==> src/hdl/twlw_pkg.sv <==
// shared types, codes and defaults for the text window line writer
package twlw_pkg;

	localparam int WINDOW_COUNT_DEF = 4;
	localparam int LINE_COLUMNS_DEF = 32;
	localparam int WINDOW_ROWS_DEF  = 24;
	localparam int TAB_WIDTH_DEF    = 4;

	localparam logic [7:0] CODE_TAB     = 8'd9;
	localparam logic [7:0] CODE_NEWLINE = 8'd10;
	localparam logic [7:0] CODE_SPACE   = 8'd32;

	typedef enum logic [1:0] {
		EV_STORE  = 2'd0,
		EV_SCROLL = 2'd1,
		EV_LINE   = 2'd2
	} event_kind_t;

	// program steps of the sequencer
	typedef enum logic [3:0] {
		UPC_IDLE     = 4'd0,
		UPC_DISPATCH = 4'd1,
		UPC_SPLIT    = 4'd2,
		UPC_TAB      = 4'd3,
		UPC_SORT     = 4'd4,
		UPC_CHAR     = 4'd5,
		UPC_CHECK    = 4'd6,
		UPC_CLOSE    = 4'd7,
		UPC_SCROLL   = 4'd8,
		UPC_LINE     = 4'd9,
		UPC_WRITE    = 4'd10
	} upc_t;

	typedef enum logic [2:0] {
		COND_ALWAYS   = 3'd0,
		COND_BEAT     = 3'd1,
		COND_BAD_WIN  = 3'd2,
		COND_TAB      = 3'd3,
		COND_NEWLINE  = 3'd4,
		COND_TAB_MORE = 3'd5,
		COND_COL_FULL = 3'd6,
		COND_ROW_FULL = 3'd7
	} cond_t;

	typedef enum logic [1:0] {
		COL_KEEP  = 2'd0,
		COL_INC   = 2'd1,
		COL_CLEAR = 2'd2
	} col_op_t;

	typedef enum logic [1:0] {
		ROW_KEEP = 2'd0,
		ROW_TOP  = 2'd1,
		ROW_INC  = 2'd2
	} row_op_t;

	typedef enum logic [1:0] {
		LAST_NEVER  = 2'd0,
		LAST_ALWAYS = 2'd1,
		LAST_TAB    = 2'd2,
		LAST_CHAR   = 2'd3
	} last_mode_t;

	// one control word of the program
	typedef struct packed {
		logic        accept;
		logic        emit;
		event_kind_t kind;
		logic        space;
		col_op_t     col_op;
		row_op_t     row_op;
		last_mode_t  last_mode;
		logic        wb;
		cond_t       cond;
		upc_t        jump;
		upc_t        next;
	} ctrl_t;

	// datapath status seen by the sequencer
	typedef struct packed {
		logic go;
		logic beat;
		logic bad_win;
		logic is_tab;
		logic is_newline;
		logic tab_more;
		logic col_full;
		logic row_full;
	} flags_t;

endpackage

==> src/hdl/twlw_if.sv <==
// channel interfaces: character input and event output
interface twlw_in_if import twlw_pkg::*; ();
	logic       valid;
	logic       ready;
	logic [7:0] char_code;
	logic [1:0] window;

	modport source(output valid, char_code, window, input ready);
	modport sink(input valid, char_code, window, output ready);
endinterface

interface twlw_out_if import twlw_pkg::*; ();
	logic       valid;
	logic       ready;
	logic [1:0] event_kind;
	logic [1:0] window_out;
	logic [4:0] column;
	logic [7:0] stored_code;
	logic [4:0] row;
	logic [5:0] line_length;
	logic       last;

	modport source(output valid, event_kind, window_out, column, stored_code, row,
		line_length, last, input ready);
	modport sink(input valid, event_kind, window_out, column, stored_code, row,
		line_length, last, output ready);
endinterface

==> src/hdl/twlw_ucode_rom.sv <==
// control store: the per-character program, one control word per step
module twlw_ucode_rom import twlw_pkg::*; (
	input  upc_t  upc,
	output ctrl_t ctrl
);

	always_comb begin
		ctrl = '{accept: 1'b0, emit: 1'b0, kind: EV_STORE, space: 1'b0,
			col_op: COL_KEEP, row_op: ROW_KEEP, last_mode: LAST_NEVER, wb: 1'b0,
			cond: COND_ALWAYS, jump: UPC_IDLE, next: UPC_IDLE};
		case (upc)
			UPC_IDLE: begin
				ctrl.accept = 1'b1;
				ctrl.cond   = COND_BEAT;
				ctrl.jump   = UPC_DISPATCH;
				ctrl.next   = UPC_IDLE;
			end
			UPC_DISPATCH: begin
				ctrl.cond = COND_BAD_WIN;
				ctrl.jump = UPC_IDLE;
				ctrl.next = UPC_SPLIT;
			end
			UPC_SPLIT: begin
				ctrl.cond = COND_TAB;
				ctrl.jump = UPC_TAB;
				ctrl.next = UPC_SORT;
			end
			UPC_TAB: begin
				ctrl.emit      = 1'b1;
				ctrl.kind      = EV_STORE;
				ctrl.space     = 1'b1;
				ctrl.col_op    = COL_INC;
				ctrl.last_mode = LAST_TAB;
				ctrl.cond      = COND_TAB_MORE;
				ctrl.jump      = UPC_TAB;
				ctrl.next      = UPC_CHECK;
			end
			UPC_SORT: begin
				ctrl.cond = COND_NEWLINE;
				ctrl.jump = UPC_CLOSE;
				ctrl.next = UPC_CHAR;
			end
			UPC_CHAR: begin
				ctrl.emit      = 1'b1;
				ctrl.kind      = EV_STORE;
				ctrl.col_op    = COL_INC;
				ctrl.last_mode = LAST_CHAR;
				ctrl.next      = UPC_CHECK;
				ctrl.jump      = UPC_CHECK;
			end
			UPC_CHECK: begin
				ctrl.cond = COND_COL_FULL;
				ctrl.jump = UPC_CLOSE;
				ctrl.next = UPC_WRITE;
			end
			UPC_CLOSE: begin
				ctrl.cond = COND_ROW_FULL;
				ctrl.jump = UPC_SCROLL;
				ctrl.next = UPC_LINE;
			end
			UPC_SCROLL: begin
				ctrl.emit      = 1'b1;
				ctrl.kind      = EV_SCROLL;
				ctrl.row_op    = ROW_TOP;
				ctrl.last_mode = LAST_NEVER;
				ctrl.jump      = UPC_LINE;
				ctrl.next      = UPC_LINE;
			end
			UPC_LINE: begin
				ctrl.emit      = 1'b1;
				ctrl.kind      = EV_LINE;
				ctrl.col_op    = COL_CLEAR;
				ctrl.row_op    = ROW_INC;
				ctrl.last_mode = LAST_ALWAYS;
				ctrl.jump      = UPC_WRITE;
				ctrl.next      = UPC_WRITE;
			end
			UPC_WRITE: begin
				ctrl.wb   = 1'b1;
				ctrl.jump = UPC_IDLE;
				ctrl.next = UPC_IDLE;
			end
			default: begin
				ctrl.jump = UPC_IDLE;
				ctrl.next = UPC_IDLE;
			end
		endcase
	end

endmodule

==> src/hdl/twlw_sequencer.sv <==
// step counter with conditional jumps
module twlw_sequencer import twlw_pkg::*; (
	input  logic   clk,
	input  logic   arst_n,
	input  ctrl_t  ctrl,
	input  flags_t flags,
	output upc_t   upc
);

	upc_t upc_q;
	logic taken;

	always_comb begin
		case (ctrl.cond)
			COND_ALWAYS:   taken = 1'b1;
			COND_BEAT:     taken = flags.beat;
			COND_BAD_WIN:  taken = flags.bad_win;
			COND_TAB:      taken = flags.is_tab;
			COND_NEWLINE:  taken = flags.is_newline;
			COND_TAB_MORE: taken = flags.tab_more;
			COND_COL_FULL: taken = flags.col_full;
			COND_ROW_FULL: taken = flags.row_full;
			default:       taken = 1'b0;
		endcase
	end

	// hold the step while its event waits for the output register
	always_ff @(posedge clk or negedge arst_n) begin
		if (!arst_n) begin
			upc_q <= UPC_IDLE;
		end else if (flags.go) begin
			upc_q <= taken ? ctrl.jump : ctrl.next;
		end
	end

	assign upc = upc_q;

endmodule

==> src/hdl/twlw_datapath.sv <==
// window counters, working registers, event formatting and output register
module twlw_datapath import twlw_pkg::*; #(
	parameter int WINDOW_COUNT = WINDOW_COUNT_DEF,
	parameter int LINE_COLUMNS = LINE_COLUMNS_DEF,
	parameter int WINDOW_ROWS  = WINDOW_ROWS_DEF,
	parameter int TAB_WIDTH    = TAB_WIDTH_DEF
) (
	input  logic            clk,
	input  logic            arst_n,
	input  ctrl_t           ctrl,
	output flags_t          flags,
	twlw_in_if.sink         char_in,
	twlw_out_if.source      event_out
);

	localparam int CW = $clog2(LINE_COLUMNS + 1);
	localparam int RW = $clog2(WINDOW_ROWS + 1);
	localparam int PW = (TAB_WIDTH > 1) ? $clog2(TAB_WIDTH) : 1;
	localparam int IW = (WINDOW_COUNT > 1) ? $clog2(WINDOW_COUNT) : 1;

	logic [CW-1:0] col_mem_q   [WINDOW_COUNT];
	logic [RW-1:0] row_mem_q   [WINDOW_COUNT];
	logic [PW-1:0] phase_mem_q [WINDOW_COUNT];

	logic [7:0]    code_q;
	logic [1:0]    win_q;
	logic [CW-1:0] col_q;
	logic [RW-1:0] row_q;
	logic [PW-1:0] phase_q;

	logic          ev_valid_q;
	logic [1:0]    ev_kind_q;
	logic [1:0]    ev_win_q;
	logic [4:0]    ev_col_q;
	logic [7:0]    ev_code_q;
	logic [4:0]    ev_row_q;
	logic [5:0]    ev_len_q;
	logic          ev_last_q;

	logic [31:0]   in_win_w;
	logic [31:0]   win_w;
	logic [31:0]   col_w;
	logic [31:0]   row_w;
	logic [IW-1:0] in_idx;
	logic [IW-1:0] idx;
	logic          in_ok;
	logic          win_ok;
	logic          beat;
	logic          go;
	logic          fire;
	logic [CW-1:0] col_inc;
	logic [PW-1:0] phase_inc;
	logic          inc_open;
	logic          tab_more;
	logic          last;

	assign in_win_w = 32'(char_in.window);
	assign win_w    = 32'(win_q);
	assign in_idx   = in_win_w[IW-1:0];
	assign idx      = win_w[IW-1:0];
	assign in_ok    = in_win_w < 32'(WINDOW_COUNT);
	assign win_ok   = win_w < 32'(WINDOW_COUNT);

	assign char_in.ready = ctrl.accept;
	assign beat          = char_in.valid && ctrl.accept;
	assign go            = !ctrl.emit || !ev_valid_q || event_out.ready;
	assign fire          = ctrl.emit && go;

	// phase tracks column modulo tab width
	assign col_inc   = col_q + CW'(1);
	assign phase_inc = (phase_q == PW'(TAB_WIDTH - 1)) ? '0 : phase_q + PW'(1);
	assign inc_open  = col_inc < CW'(LINE_COLUMNS);
	assign tab_more  = inc_open && (phase_inc != '0);

	always_comb begin
		case (ctrl.last_mode)
			LAST_NEVER:  last = 1'b0;
			LAST_ALWAYS: last = 1'b1;
			LAST_TAB:    last = inc_open && !tab_more;
			LAST_CHAR:   last = inc_open;
			default:     last = 1'b0;
		endcase
	end

	assign flags = '{go: go, beat: beat, bad_win: !win_ok,
		is_tab: code_q == CODE_TAB, is_newline: code_q == CODE_NEWLINE,
		tab_more: tab_more, col_full: col_q >= CW'(LINE_COLUMNS),
		row_full: row_q >= RW'(WINDOW_ROWS)};

	always_ff @(posedge clk or negedge arst_n) begin
		if (!arst_n) begin
			for (int i = 0; i < WINDOW_COUNT; i++) begin
				col_mem_q[i]   <= '0;
				row_mem_q[i]   <= '0;
				phase_mem_q[i] <= '0;
			end
		end else if (ctrl.wb && win_ok) begin
			col_mem_q[idx]   <= col_q;
			row_mem_q[idx]   <= row_q;
			phase_mem_q[idx] <= phase_q;
		end
	end

	always_ff @(posedge clk or negedge arst_n) begin
		if (!arst_n) begin
			code_q  <= '0;
			win_q   <= '0;
			col_q   <= '0;
			row_q   <= '0;
			phase_q <= '0;
		end else if (beat) begin
			code_q <= char_in.char_code;
			win_q  <= char_in.window;
			if (in_ok) begin
				col_q   <= col_mem_q[in_idx];
				row_q   <= row_mem_q[in_idx];
				phase_q <= phase_mem_q[in_idx];
			end else begin
				col_q   <= '0;
				row_q   <= '0;
				phase_q <= '0;
			end
		end else if (go) begin
			case (ctrl.col_op)
				COL_INC: begin
					col_q   <= col_inc;
					phase_q <= phase_inc;
				end
				COL_CLEAR: begin
					col_q   <= '0;
					phase_q <= '0;
				end
				default: begin
					col_q   <= col_q;
					phase_q <= phase_q;
				end
			endcase
			case (ctrl.row_op)
				ROW_TOP:  row_q <= RW'(WINDOW_ROWS - 1);
				ROW_INC:  row_q <= row_q + RW'(1);
				default:  row_q <= row_q;
			endcase
		end
	end

	assign col_w = 32'(col_q);
	assign row_w = 32'(row_q);

	always_ff @(posedge clk or negedge arst_n) begin
		if (!arst_n) begin
			ev_valid_q <= 1'b0;
		end else if (fire) begin
			ev_valid_q <= 1'b1;
		end else if (event_out.ready) begin
			ev_valid_q <= 1'b0;
		end
	end

	always_ff @(posedge clk) begin
		if (fire) begin
			ev_kind_q <= ctrl.kind;
			ev_win_q  <= win_q;
			ev_last_q <= last;
			ev_col_q  <= (ctrl.kind == EV_STORE) ? col_w[4:0] : '0;
			ev_code_q <= (ctrl.kind == EV_STORE) ? (ctrl.space ? CODE_SPACE : code_q) : '0;
			ev_row_q  <= (ctrl.kind == EV_LINE) ? row_w[4:0] : '0;
			ev_len_q  <= (ctrl.kind == EV_LINE) ? col_w[5:0] : '0;
		end
	end

	assign event_out.valid       = ev_valid_q;
	assign event_out.event_kind  = ev_kind_q;
	assign event_out.window_out  = ev_win_q;
	assign event_out.column      = ev_col_q;
	assign event_out.stored_code = ev_code_q;
	assign event_out.row         = ev_row_q;
	assign event_out.line_length = ev_len_q;
	assign event_out.last        = ev_last_q;

endmodule

==> src/hdl/text_window_line_writer.sv <==
// top level of the text window line writer
//
// char_in takes one character beat (char_code, window); 9 expands to spaces up to
// the next tab stop, 10 closes the line, every other code is stored as given.
// event_out gives one beat per event: store, scroll or line complete, with last
// set on the final event that a character causes. a window number at or above
// WINDOW_COUNT is dropped without events.
// a short program in the control store steps through each character, one step a
// cycle while event_out is not stalled, and every event step fills the output
// register. a character in a valid window runs dispatch and split, then the tab
// steps for a tab, or sort and then char for a printable code; a newline or a
// full line runs close, scroll when the rows are full, and line; write stores
// the counters back. char_in is ready only in the idle step, so the next
// character is taken only once the program for the last one has ended.
// while event_out is stalled, a step that has an event to give holds and
// char_in stays not ready until the item is done.
// reset clears every window's column and row count to zero and empties the
// output register; the block takes a character in the first cycle after reset.
module text_window_line_writer import twlw_pkg::*; #(
	parameter int WINDOW_COUNT = WINDOW_COUNT_DEF,
	parameter int LINE_COLUMNS = LINE_COLUMNS_DEF,
	parameter int WINDOW_ROWS  = WINDOW_ROWS_DEF,
	parameter int TAB_WIDTH    = TAB_WIDTH_DEF
) (
	input  logic       clk,
	input  logic       arst_n,
	twlw_in_if.sink    char_in,
	twlw_out_if.source event_out
);

	upc_t   upc;
	ctrl_t  ctrl;
	flags_t flags;

	twlw_ucode_rom u_rom (
		.upc  (upc),
		.ctrl (ctrl)
	);

	twlw_sequencer u_seq (
		.clk    (clk),
		.arst_n (arst_n),
		.ctrl   (ctrl),
		.flags  (flags),
		.upc    (upc)
	);

	twlw_datapath #(
		.WINDOW_COUNT (WINDOW_COUNT),
		.LINE_COLUMNS (LINE_COLUMNS),
		.WINDOW_ROWS  (WINDOW_ROWS),
		.TAB_WIDTH    (TAB_WIDTH)
	) u_dp (
		.clk       (clk),
		.arst_n    (arst_n),
		.ctrl      (ctrl),
		.flags     (flags),
		.char_in   (char_in),
		.event_out (event_out)
	);

endmodule
==> src/flat_wrapper.sv <==
// flat-port wrapper written by rule: the top's interface ports become plain ports
module text_window_line_writer_flat import twlw_pkg::*;
#(
	parameter int WINDOW_COUNT = WINDOW_COUNT_DEF,
	parameter int LINE_COLUMNS = LINE_COLUMNS_DEF,
	parameter int WINDOW_ROWS  = WINDOW_ROWS_DEF,
	parameter int TAB_WIDTH    = TAB_WIDTH_DEF
)
  (clk, arst_n, char_in_valid, char_in_char_code, char_in_window, char_in_ready, event_out_valid, event_out_event_kind, event_out_window_out, event_out_column, event_out_stored_code, event_out_row, event_out_line_length, event_out_last, event_out_ready);
  twlw_in_if char_in_i ();
  twlw_out_if event_out_i ();
  input  logic clk;
  input  logic arst_n;
  input wire logic [$bits(char_in_i.valid)-1:0] char_in_valid;
  input wire logic [$bits(char_in_i.char_code)-1:0] char_in_char_code;
  input wire logic [$bits(char_in_i.window)-1:0] char_in_window;
  output wire logic [$bits(char_in_i.ready)-1:0] char_in_ready;
  output wire logic [$bits(event_out_i.valid)-1:0] event_out_valid;
  output wire logic [$bits(event_out_i.event_kind)-1:0] event_out_event_kind;
  output wire logic [$bits(event_out_i.window_out)-1:0] event_out_window_out;
  output wire logic [$bits(event_out_i.column)-1:0] event_out_column;
  output wire logic [$bits(event_out_i.stored_code)-1:0] event_out_stored_code;
  output wire logic [$bits(event_out_i.row)-1:0] event_out_row;
  output wire logic [$bits(event_out_i.line_length)-1:0] event_out_line_length;
  output wire logic [$bits(event_out_i.last)-1:0] event_out_last;
  input wire logic [$bits(event_out_i.ready)-1:0] event_out_ready;
  assign char_in_i.valid = char_in_valid;
  assign char_in_i.char_code = char_in_char_code;
  assign char_in_i.window = char_in_window;
  assign char_in_ready = char_in_i.ready;
  assign event_out_valid = event_out_i.valid;
  assign event_out_event_kind = event_out_i.event_kind;
  assign event_out_window_out = event_out_i.window_out;
  assign event_out_column = event_out_i.column;
  assign event_out_stored_code = event_out_i.stored_code;
  assign event_out_row = event_out_i.row;
  assign event_out_line_length = event_out_i.line_length;
  assign event_out_last = event_out_i.last;
  assign event_out_i.ready = event_out_ready;
  text_window_line_writer #(.WINDOW_COUNT(WINDOW_COUNT), .LINE_COLUMNS(LINE_COLUMNS), .WINDOW_ROWS(WINDOW_ROWS), .TAB_WIDTH(TAB_WIDTH)) u_core (.clk(clk), .arst_n(arst_n), .char_in(char_in_i), .event_out(event_out_i));
endmodule
==> config.mk <==
export PLATFORM = sky130hd
export DESIGN_NAME = text_window_line_writer_flat
export DESIGN_NICKNAME = d
export VERILOG_FILES = /design/src/hdl/twlw_pkg.sv /design/src/hdl/twlw_if.sv /design/src/hdl/twlw_ucode_rom.sv /design/src/hdl/twlw_sequencer.sv /design/src/hdl/twlw_datapath.sv /design/src/hdl/text_window_line_writer.sv /design/src/flat_wrapper.sv
export SDC_FILE = /design/constraint.sdc
export NUM_CORES = 1
export LEC_CHECK = 0
export ABC_AREA = 1
export BUFFER_PORTS_ARGS = -buffer_cell sky130_fd_sc_hd__buf_4
export CAP_MARGIN = 0
export CORE_MARGIN = 2
export CORE_UTILIZATION = 45
export CTS_CLUSTER_SIZE = 24
export DETAILED_ROUTE_END_ITERATION = 8
export PLACE_DENSITY = 0.61
export SLEW_MARGIN = 40
export SYNTH_ARGS = -nofsm -noshare
export SYNTH_HDL_FRONTEND = slang
export SYNTH_SLANG_ARGS = --single-unit
==> constraint.sdc <==
create_clock -name clk -period 6.9 [get_ports clk]
set_input_delay 0.69 -clock clk [delete_from_list [all_inputs] [get_ports clk]]
set_output_delay 0.69 -clock clk [all_outputs]
set_load 0.01 [all_outputs]
After elaboration in Yosys (flattened, before gate mapping)
Cells that the tools add are included.

Output and inout port bits: 31. Bits in registers: 109. Logic and storage cells: 140.

Muxes and demuxes: 46. Bitwise gates (word level): 3. $lt $le $gt $ge: 8. Reductions and logical operators: 25. Eq/ne operators: 28. $add $sub $neg: 3.

Operators by type and width (number): $pmux W8 S10 (1); $mux W6 (7); $mux W5 (6); $bwmux W24 (1); $pmux W3 S7 (1); $bwmux W20 (1); $eq A4 B3 Y1 const B (4); $eq A8 B4 Y1 const B (2); $mux W2 (7); $bmux W6 S2 (1); $demux W6 S2 (1); $eq A2 B2 Y1 const B (6); $eq A3 B3 Y1 const B (4); $eq A4 B4 Y1 const B (3); $pmux W2 S2 (3); $pmux W6 S2 (1); $bmux W5 S2 (1); $demux W5 S2 (1); $pmux W5 S2 (1); $pmux W3 S3 (1); $bwmux W8 (1); $eq A4 B2 Y1 const B (2); $pmux W1 S8 (1); $add A6 B1 Y6 const B (1); 30 further kinds (55).

Longest topological paths before layout
Gate-level depths: netlist of the first run.

Word-level depth: 8. Mapped depth: 11. Depth with buffers taken out: 10.

By module
A second synthesis of the first run with hierarchy kept.

Cell total of the unflattened synthesis: 630. Area total of the unflattened synthesis: 5376.4 um2.

Modules (own cells, without submodules): twlw_datapath (area an instance 4804.6 um2, cells each 528, instances 1); twlw_sequencer (area an instance 301.5 um2, cells each 49, instances 1); twlw_ucode_rom (area an instance 270.3 um2, cells each 53, instances 1).

Worst setup path after synthesis of the first run
Ideal clock, no wire load.

Path type: reg-to-reg. From: register u_core.u_seq.upc_q[1] (netlist: u_core.u_seq.upc[1]). To: register u_core.u_dp.ev_col_q[0] (netlist: u_core.u_dp.event_out.column[0]), enable pin. Path buffers: 1. Library setup time: 415 ps. Setup slack: 4301 ps. Arrival time: 2184 ps. Cell stages (with the launch flop): 7. Period minus slack after synthesis: 2599 ps. Required time: 6485 ps. Cells stage by stage: dfrtp_1 -> buf_4 -> clkinv_2 -> nand2_1 -> nor2_2 -> nor2_1 -> nor2_1.

Cells in the longest elaborated chain, start to end: 7. Elaborated cells between the ends (all ways): 10. Classes of those cells: 4 x eq/ne; 1 x mux; 5 x reduce/logical.

Ends and longest elaborated chain: from (decl) (line twlw_sequencer.sv:10) `upc_t upc_q;`; from (signal assigned) (line twlw_sequencer.sv:32) `upc_q <= taken ? ctrl.jump : ctrl.next;`; $eq A4 B3 Y1 or $eq A4 B2 Y1 (tied branches) (line twlw_ucode_rom.sv:11) `case (upc)`; $reduce_or A2 Y1 (no source line); $pmux W3 S3 (*) (line twlw_ucode_rom.sv:11); $logic_not A1 Y1 (line twlw_datapath.sv:66) `assign go = !ctrl.emit || !ev_valid_q || event_out.ready;`; $logic_or A1 B1 Y1 (2 in series) (line twlw_datapath.sv:66); $logic_and A1 B1 Y1 (*) (line twlw_datapath.sv:67) `assign fire = ctrl.emit && go;`; named net u_core.u_dp.fire (line twlw_datapath.sv:50) `logic fire;`; to (signal assigned) (line twlw_datapath.sv:164) `ev_col_q <= (ctrl.kind == EV_STORE) ? col_w[4:0] : '0;`; to (decl) (line twlw_datapath.sv:34) `logic [4:0] ev_col_q;`.

Mark *: on every way through the listed nets, which the timed path passes. The rest lies on a longest branch. A chain may end at the register's enable or synchronous reset.

Final worst setup path of the first run
From: register u_core.u_seq.upc_q[2] (netlist: u_core.u_seq.upc[2]). To: register u_core.u_dp.ev_code_q[2] (netlist: u_core.u_dp.event_out.stored_code[2]), enable pin.

Cells in the longest elaborated chain, start to end: 7. Elaborated cells between the ends (all ways): 10. Classes of those cells: 4 x eq/ne; 1 x mux; 5 x reduce/logical.

Ends and longest elaborated chain: $eq A4 B3 Y1 or $eq A4 B2 Y1 (tied branches) (line twlw_ucode_rom.sv:11); $reduce_or A2 Y1 (no source line); $pmux W3 S3 (*) (line twlw_ucode_rom.sv:11); $logic_not A1 Y1 (line twlw_datapath.sv:66); $logic_or A1 B1 Y1 (2 in series) (line twlw_datapath.sv:66); $logic_and A1 B1 Y1 (*) (line twlw_datapath.sv:67); named net u_core.u_dp.fire (line twlw_datapath.sv:50); to (signal assigned) (line twlw_datapath.sv:165) `ev_code_q <= (ctrl.kind == EV_STORE) ? (ctrl.space ? CODE_SPACE : code_q) : '0;`; to (decl) (line twlw_datapath.sv:35) `logic [7:0] ev_code_q;`.

Marked as above.

==> results.cfg, run 1 <==
[layout]
area_growth_pct = 12.8
fin_nets = 618
multi_input_area_sq_um = 1970
diodes = 0
fillers = 1041
seq_area_sq_um = 2870
drive_gt1_share_pct = 16.4
fin_util_pct = 51.8

[place]
post-dp-hpwl_mm = 7.66
gp_congestion = 0.842
portBuffers = 44
place_ws_ps = 4620

[yosys]
synth_area_leaders = dfrtp_1, edfxtp_1, nand2_1
ys.warnings.count = 0
postSynth.asyncResetShare_pct = 73.4
synth.yosys.seq_area_share_pct = 55.0
yosys.area.top_type = dfrtp_1
syn-cell-area_sq_um = 5220
netlist_instances = 563
synth_top_area_share_pct = 38.3
syn_nets = 583
synth_seq_cells = 109
yosys_most_used_dff = dfrtp_1
avgSynthCellArea_sq_um = 9.27
synth_edf_count = 29
yosysUniqueCellTypes = 38

[timing]
setup_viol = 0
final_hold_viol_count = 0
finalCriticalPeriod_ps = 2270
rsz0062_at_grt = false
slew_headroom_pct = 55.6
holdWs_ps = 183
fmax_mhz = 440
post-route-period-util_pct = 33.0
fin_skew_ps = 5.69
fin_ws_ps = 4630
slew_violations = 0
setup_tns_ps = 0
worst_pin_slew_ps = 666

[clock_network]
clk-insertion-delay-late_ps = 350
post_cts.repair.setup_buffers = 0
cts_max_level = 3
cts-buffers-inserted = 9
cts_resized = 0
clkSinkCount = 109
clockBufferDepth = 2
cts_tree = yes
clockRootBuffer = clkbuf_16
ctsHoldBuffers = 0
clk_pin_slew_ps = 70

[critical_path]
rrSetupSlack_ps = 4630
slowest_stage = dfrtp_1
criticalPathCategory = register to register
cp.required_ps = 6930
cp_num_buf_inv = 1
crit_family = simple AND/OR/NAND/NOR gates
worstPathCellList = nor2_4 > nand2_4 > nand2_8 > nor2_1 > nor2_2 > buf_4
cp-start-kind = register
path_max_fanout = 20
endpoint_kind = register
worstPathArrival_ps = 2310
max_stage_delay_ps = 530

[drt]
remaining_drc_errors = 0
met1Wirelength_mm = 5.28
vias = 3946
dr.pass1.iters = 5
drt_wl_total_mm = 11.7
vias_per_cell = 5.29
wl_per_cell_um = 15.6
drtIter0Drc = 298
ant_nets = 0
routed.top_layer = met4
wl_met3_um = 568
met2WireLength_mm = 5.60

[power]
power.switching_mw = 1.03
ir_drop_v = 0.000192
combPwrFrac_pct = 37.2
p_int_mw = 1.64
swShare_pct = 38.6
finalPower_mw = 2.67
clkPwrFrac_pct = 20.7
p_per_area_nw_per_um2 = 453
seqPwrFrac_pct = 42.2
power.leakage_nw = 2.69

[grt]
grt_pass1_wl_mm = 20.0
grt_pass1_vias = 3978
grt_antenna_before_repair = 0
overflow = 0
grt_usage_pct = 20.1
grt_max_degree = 69

[floorplanning]
pin_count = 45
fp.dieArea_sq_um = 12500
initial_core_util_pct = 45.9
die_x_um = 112
coreArea_sq_um = 11400
die_y_um = 112
num_rows = 39

[hold_path]
hold_class = input port to asynchronous set/reset pin

[run_status]
status = complete, no violations

[run]
max_cap_violations = 0
## worst reg2reg max path, delay by kind of cell (launching register included)
kind	cells	cell delay [ps]
buf+inv	1	380
flops	1	530
simple gates	5	1040
## layer usage
metal	global-route usage (%)	vias to the layer above
li1	-	1925
met1	26.7	1904
met2	32.3	102
met3	3.86	15
met4	8.81	0
met5	0	-
## state kept, by name, indices dropped and copies added, names as in the netlist
| register | count |
|---|---|
| u_core.u_dp.code_q | 8 |
| u_core.u_dp.col_mem_q | 24 |
| u_core.u_dp.col_q | 6 |
| u_core.u_dp.event_out.column | 5 |
| u_core.u_dp.event_out.event_kind | 2 |
| u_core.u_dp.event_out.last | 1 |
| u_core.u_dp.event_out.line_length | 6 |
| u_core.u_dp.event_out.row | 5 |
| u_core.u_dp.event_out.stored_code | 8 |
| u_core.u_dp.event_out.valid | 1 |
| u_core.u_dp.event_out.window_out | 2 |
| u_core.u_dp.idx | 2 |
| u_core.u_dp.phase_mem_q | 8 |
| u_core.u_dp.phase_q | 2 |
| u_core.u_dp.row_mem_q | 20 |
| u_core.u_dp.row_q | 5 |
| u_core.u_seq.upc | 4 |
## synth_stat cells (4+ instances only)
cell type and instances:
o21ai_1 50, a21oi_2 6, o21ai_0 52, dfrtp_1 80
inv_2 4, nand3_1 23, o211ai_1 4, buf_6 10
xor2_1 5, edfxtp_1 29, inv_1 46, nor2_1 66
nand3_4 5, clkbuf_1 8, ha_1 6, nor2_2 4
a21oi_1 6, o22ai_1 5, nand2_1 122
## power by group through the flow
stage / clock [mW] / combinational, mW / sequential [mW]
after floorplan: 0 / 0.712 / 1.12
after global placement: 0 / 0.969 / 1.13
after detailed placement: 0 / 0.993 / 1.13
after CTS: 0.565 / 0.998 / 1.12
after global routing: 0.587 / 1.13 / 1.16
final: 0.551 / 0.991 / 1.12
## per-stage QoR
stage	area, sq um	cells
after global placement	5570	730
after global routing	5890	746
after CTS	5890	746
after floorplan	5220	563
after detailed placement	5570	730
final	5890	746
## final cells by class
class                   count  share of cell area [%]
clock inverters             3                   0.680
inverters                  52                    3.36
clock buffers              13                    4.78
multi-input cells         380                    33.5
well taps                 143                    3.04
flip-flops and latches    109                    48.8
repair buffers             46                    5.93
## logic make-up after synthesis
group           share of synthesized area, %
xor+xnor                                1.01
buf+inv                                 7.28
simple gates                            20.6
flops                                   55.0
fa+ha+maj                               1.44
compound gates                          14.7
## worst paths after layout
check | startpoint | endpoint | depth (start not counted)
max | u_core.u_seq.upc[2] | u_core.u_dp.event_out.stored_code[2] | 6
max in group asynchronous | arst_n | u_core.u_dp.col_mem_q[14] | 2
max reg2reg | u_core.u_seq.upc[2] | u_core.u_dp.event_out.stored_code[2] | 6
min reg2reg | u_core.u_dp.row_mem_q[0] | u_core.u_dp.row_mem_q[0] | 2
min | arst_n | u_core.u_seq.upc[1] | 1
min in group clk | u_core.u_dp.row_mem_q[0] | u_core.u_dp.row_mem_q[0] | 2
## cell usage in the layout, fill, tap and decap left out, types with 4 or more instances in the layout
cell type,netlist,layout
nand3_4,5,5
nor2_1,66,65
a21oi_1,6,6
nand2_1,122,122
o211ai_1,4,4
edfxtp_1,29,29
inv_2,4,4
nand3_1,23,23
a21oi_2,6,6
buf_4,2,45
o22ai_1,5,5
clkinv_2,2,4
inv_1,46,46
dfrtp_1,80,80
xor2_1,5,5
clkbuf_16,0,10
o21ai_1,50,50
ha_1,6,6
nor2_2,4,5
o21ai_0,52,52
(Power assumes the default switching activity.)
==> inputs of run 2 (changes only) <==
Settings changed: ABC_AREA 1 to 0.
Clock period 6.9 ns to 2.3 ns, I/O delays scaled along.
==> run 2 against run 1 <==
Global-route usage is 0.30 points lower. Worst hold slack worse by 120 ps. Power grew to 2.9 times the previous value. Utilization is 2.7 points higher. Sequential share of layout area is 0.54 points lower. Maximum frequency is 8.5% higher. Non-clock buffer count is 18 higher. Via count is 15% lower. Synthesized area is 2.5% lower. Combinational power grew to 2.7 times the previous value.
==> results.cfg, run 2 <==
[floorplanning]
coreArea_sq_um = 10900
die_x_um = 110
fp.dieArea_sq_um = 12200
initial_core_util_pct = 46.5
pin_count = 45
num_rows = 38
die_y_um = 110

[clock_network]
cts_tree = yes
clockBufferDepth = 2
cts_resized = 0
clk_pin_slew_ps = 70
clk-insertion-delay-late_ps = 350
cts-buffers-inserted = 9
clockRootBuffer = clkbuf_16
clkSinkCount = 109
cts_max_level = 3
post_cts.repair.setup_buffers = 0

[yosys]
netlist_instances = 411
synth_seq_cells = 109
yosys.area.top_type = dfrtp_1
avgSynthCellArea_sq_um = 12.4
synth_area_leaders = dfrtp_1, edfxtp_1, mux2_1
syn_nets = 431
synth.yosys.seq_area_share_pct = 56.5
synth_edf_count = 29
yosysUniqueCellTypes = 54
postSynth.asyncResetShare_pct = 73.4
syn-cell-area_sq_um = 5090
synth_top_area_share_pct = 39.3
yosysMostFrequentCell = dfrtp_1
yosys_most_used_dff = dfrtp_1
synth_commonest_cells = dfrtp_1, mux2_1, nand2_1
ys.warnings.count = 0

[place]
place_ws_ps = 223
post-dp-hpwl_mm = 7.68
gp_congestion = 0.893
portBuffers = 44

[timing]
setup_tns_ps = 0
post-route-period-util_pct = 91.2
final_hold_viol_count = 0
fin_skew_ps = 5.31
worst_pin_slew_ps = 662
fmax_mhz = 477
setup_viol = 0
slew_violations = 0
fin_ws_ps = 203
finalCriticalPeriod_ps = 2100
rsz0062_at_grt = false
slew_headroom_pct = 55.8

[power]
power.leakage_nw = 2.70
p_per_area_nw_per_um2 = 1280
ir_drop_v = 0.000707
finalPower_mw = 7.61

[critical_path]
endpoint_kind = register
worstPathArrival_ps = 2330
cp-start-kind = register
criticalPathCategory = register to register
cp.required_ps = 2530
path_max_fanout = 14
worst-r2r-cell-count = 7

[drt]
wl_per_cell_um = 17.9
remaining_drc_errors = 0
vias_per_cell = 5.51
ant_nets = 0
dr.pass1.iters = 4
drt_wl_total_mm = 10.8
drtIter0Drc = 211
vias = 3339

[layout]
final_cell_mix = dfrtp_1, buf_4, mux2_1, nand2_1, edfxtp_1
largest-register = u_core.u_dp.col_mem_q
diodes = 0
drive_gt1_share_pct = 23.0
area_growth_pct = 17.1
seq_area_sq_um = 2870
top_regs = u_core.u_dp.col_mem_q (24), u_core.u_dp.row_mem_q (20)
largest_register_ffs = 24
fillers = 920
fin_util_pct = 54.5
multi_input_area_sq_um = 2030
final_common_cell = dfrtp_1
fin_nets = 481

[grt]
grt_max_degree = 50
grt_pass1_wl_mm = 17.6
grt_pass1_vias = 3230
overflow = 0
grt_usage_pct = 19.8
grt_antenna_before_repair = 0

[run]
max_cap_violations = 0

[hold_path]
holdPathStages = 3
hold_class = input port to register

[run_status]
status = complete, no violations
run 2: changes by cell type in the layout (fill, tap and decap cells not counted), sizes merged, moves of 23 or more:
| cell | before | now |
|---|---|---|
| nand2 | 129 | 48 |
| mux2 | 0 | 54 |
| o21ai | 108 | 11 |
| nand3 | 28 | 5 |
| inv | 50 | 14 |
| nor2 | 73 | 28 |
run 2: cell families after synthesis:
| family | count (synthesis) | synth area share (%) |
|---|---|---|
| compound gates | 61 | 7.62 |
| xor+xnor | 1 | 0.172 |
| fa+ha+maj | 7 | 1.67 |
| buf+inv | 38 | 3.71 |
| flops | 109 | 56.5 |
| mux | 67 | 17.7 |
| simple gates | 128 | 12.7 |
run 2: where the power goes:
| group | internal [mW] | switching (mW) |
|---|---|---|
| Combinational | 1.23 | 1.41 |
| Clock | 0.932 | 0.680 |
| Sequential | 2.77 | 0.584 |
| Total | 4.94 | 2.68 |
run 2: final timing paths:
| path | start | slack (ps) | to |
|---|---|---|---|
| min in group asynchronous | arst_n | 460 | u_core.u_dp.col_mem_q[20] |
| hold / removal | char_in_char_code[6] | 60 | u_core.u_dp.code_q[6] |
| hold reg to reg | u_core.u_dp.row_mem_q[19] | 480 | u_core.u_dp.row_mem_q[19] |
| setup reg to reg | u_core.u_seq.upc[1] | 200 | u_core.u_dp.col_q[0] |
| max in group asynchronous | arst_n | 1240 | u_core.u_dp.col_mem_q[11] |
| setup / recovery | u_core.u_seq.upc[1] | 200 | u_core.u_dp.col_q[0] |
run 2: what timing repair did:
action,in CTS,in global routing
hold buffers,1,0
endpoints found under the hold margin,48,0
setup endpoints to repair,0,0
run 2: layout make-up:
| cell class | instances | area share (%) |
|---|---|---|
| clock inverters | 1 | 0.105 |
| multi-input cells | 264 | 34.2 |
| flip-flops and latches | 109 | 48.2 |
| clock buffers | 15 | 5.23 |
| inverters | 13 | 0.819 |
| repair buffers | 64 | 8.53 |
| well taps | 140 | 2.94 |
run 2: metal layers:
metal | up-vias | routed length [um] | GRT usage (%)
met3 | 15 | 500 | 4.76
li1 | 1585 | - | -
met1 | 1665 | 5140 | 28.1
met5 | - | 0 | 0
met2 | 74 | 5020 | 29.9
met4 | 0 | 170 | 6.61
run 2: through the flow:
| stage | cell area (sq um) | hold WS [ps] | std cells |
|---|---|---|---|
| 6_report | 5960 | 61.7 | 606 |
| 5_1_grt | 5960 | 59.4 | 606 |
| 4_1_cts | 5960 | 61.0 | 606 |
| 3_5_place_dp | 5630 | 316 | 589 |
| 3_3_place_gp | 5630 | 313 | 589 |
| 2_1_floorplan | 5100 | -65.6 | 411 |
run 2: critical path, stage by stage (launching register included):
cell	delay, ps
dfrtp_1	540
buf_4	240
nor3b_2	310
nand2_1	240
inv_2	150
nor2_1	110
a221oi_1	310
a21oi_1	70
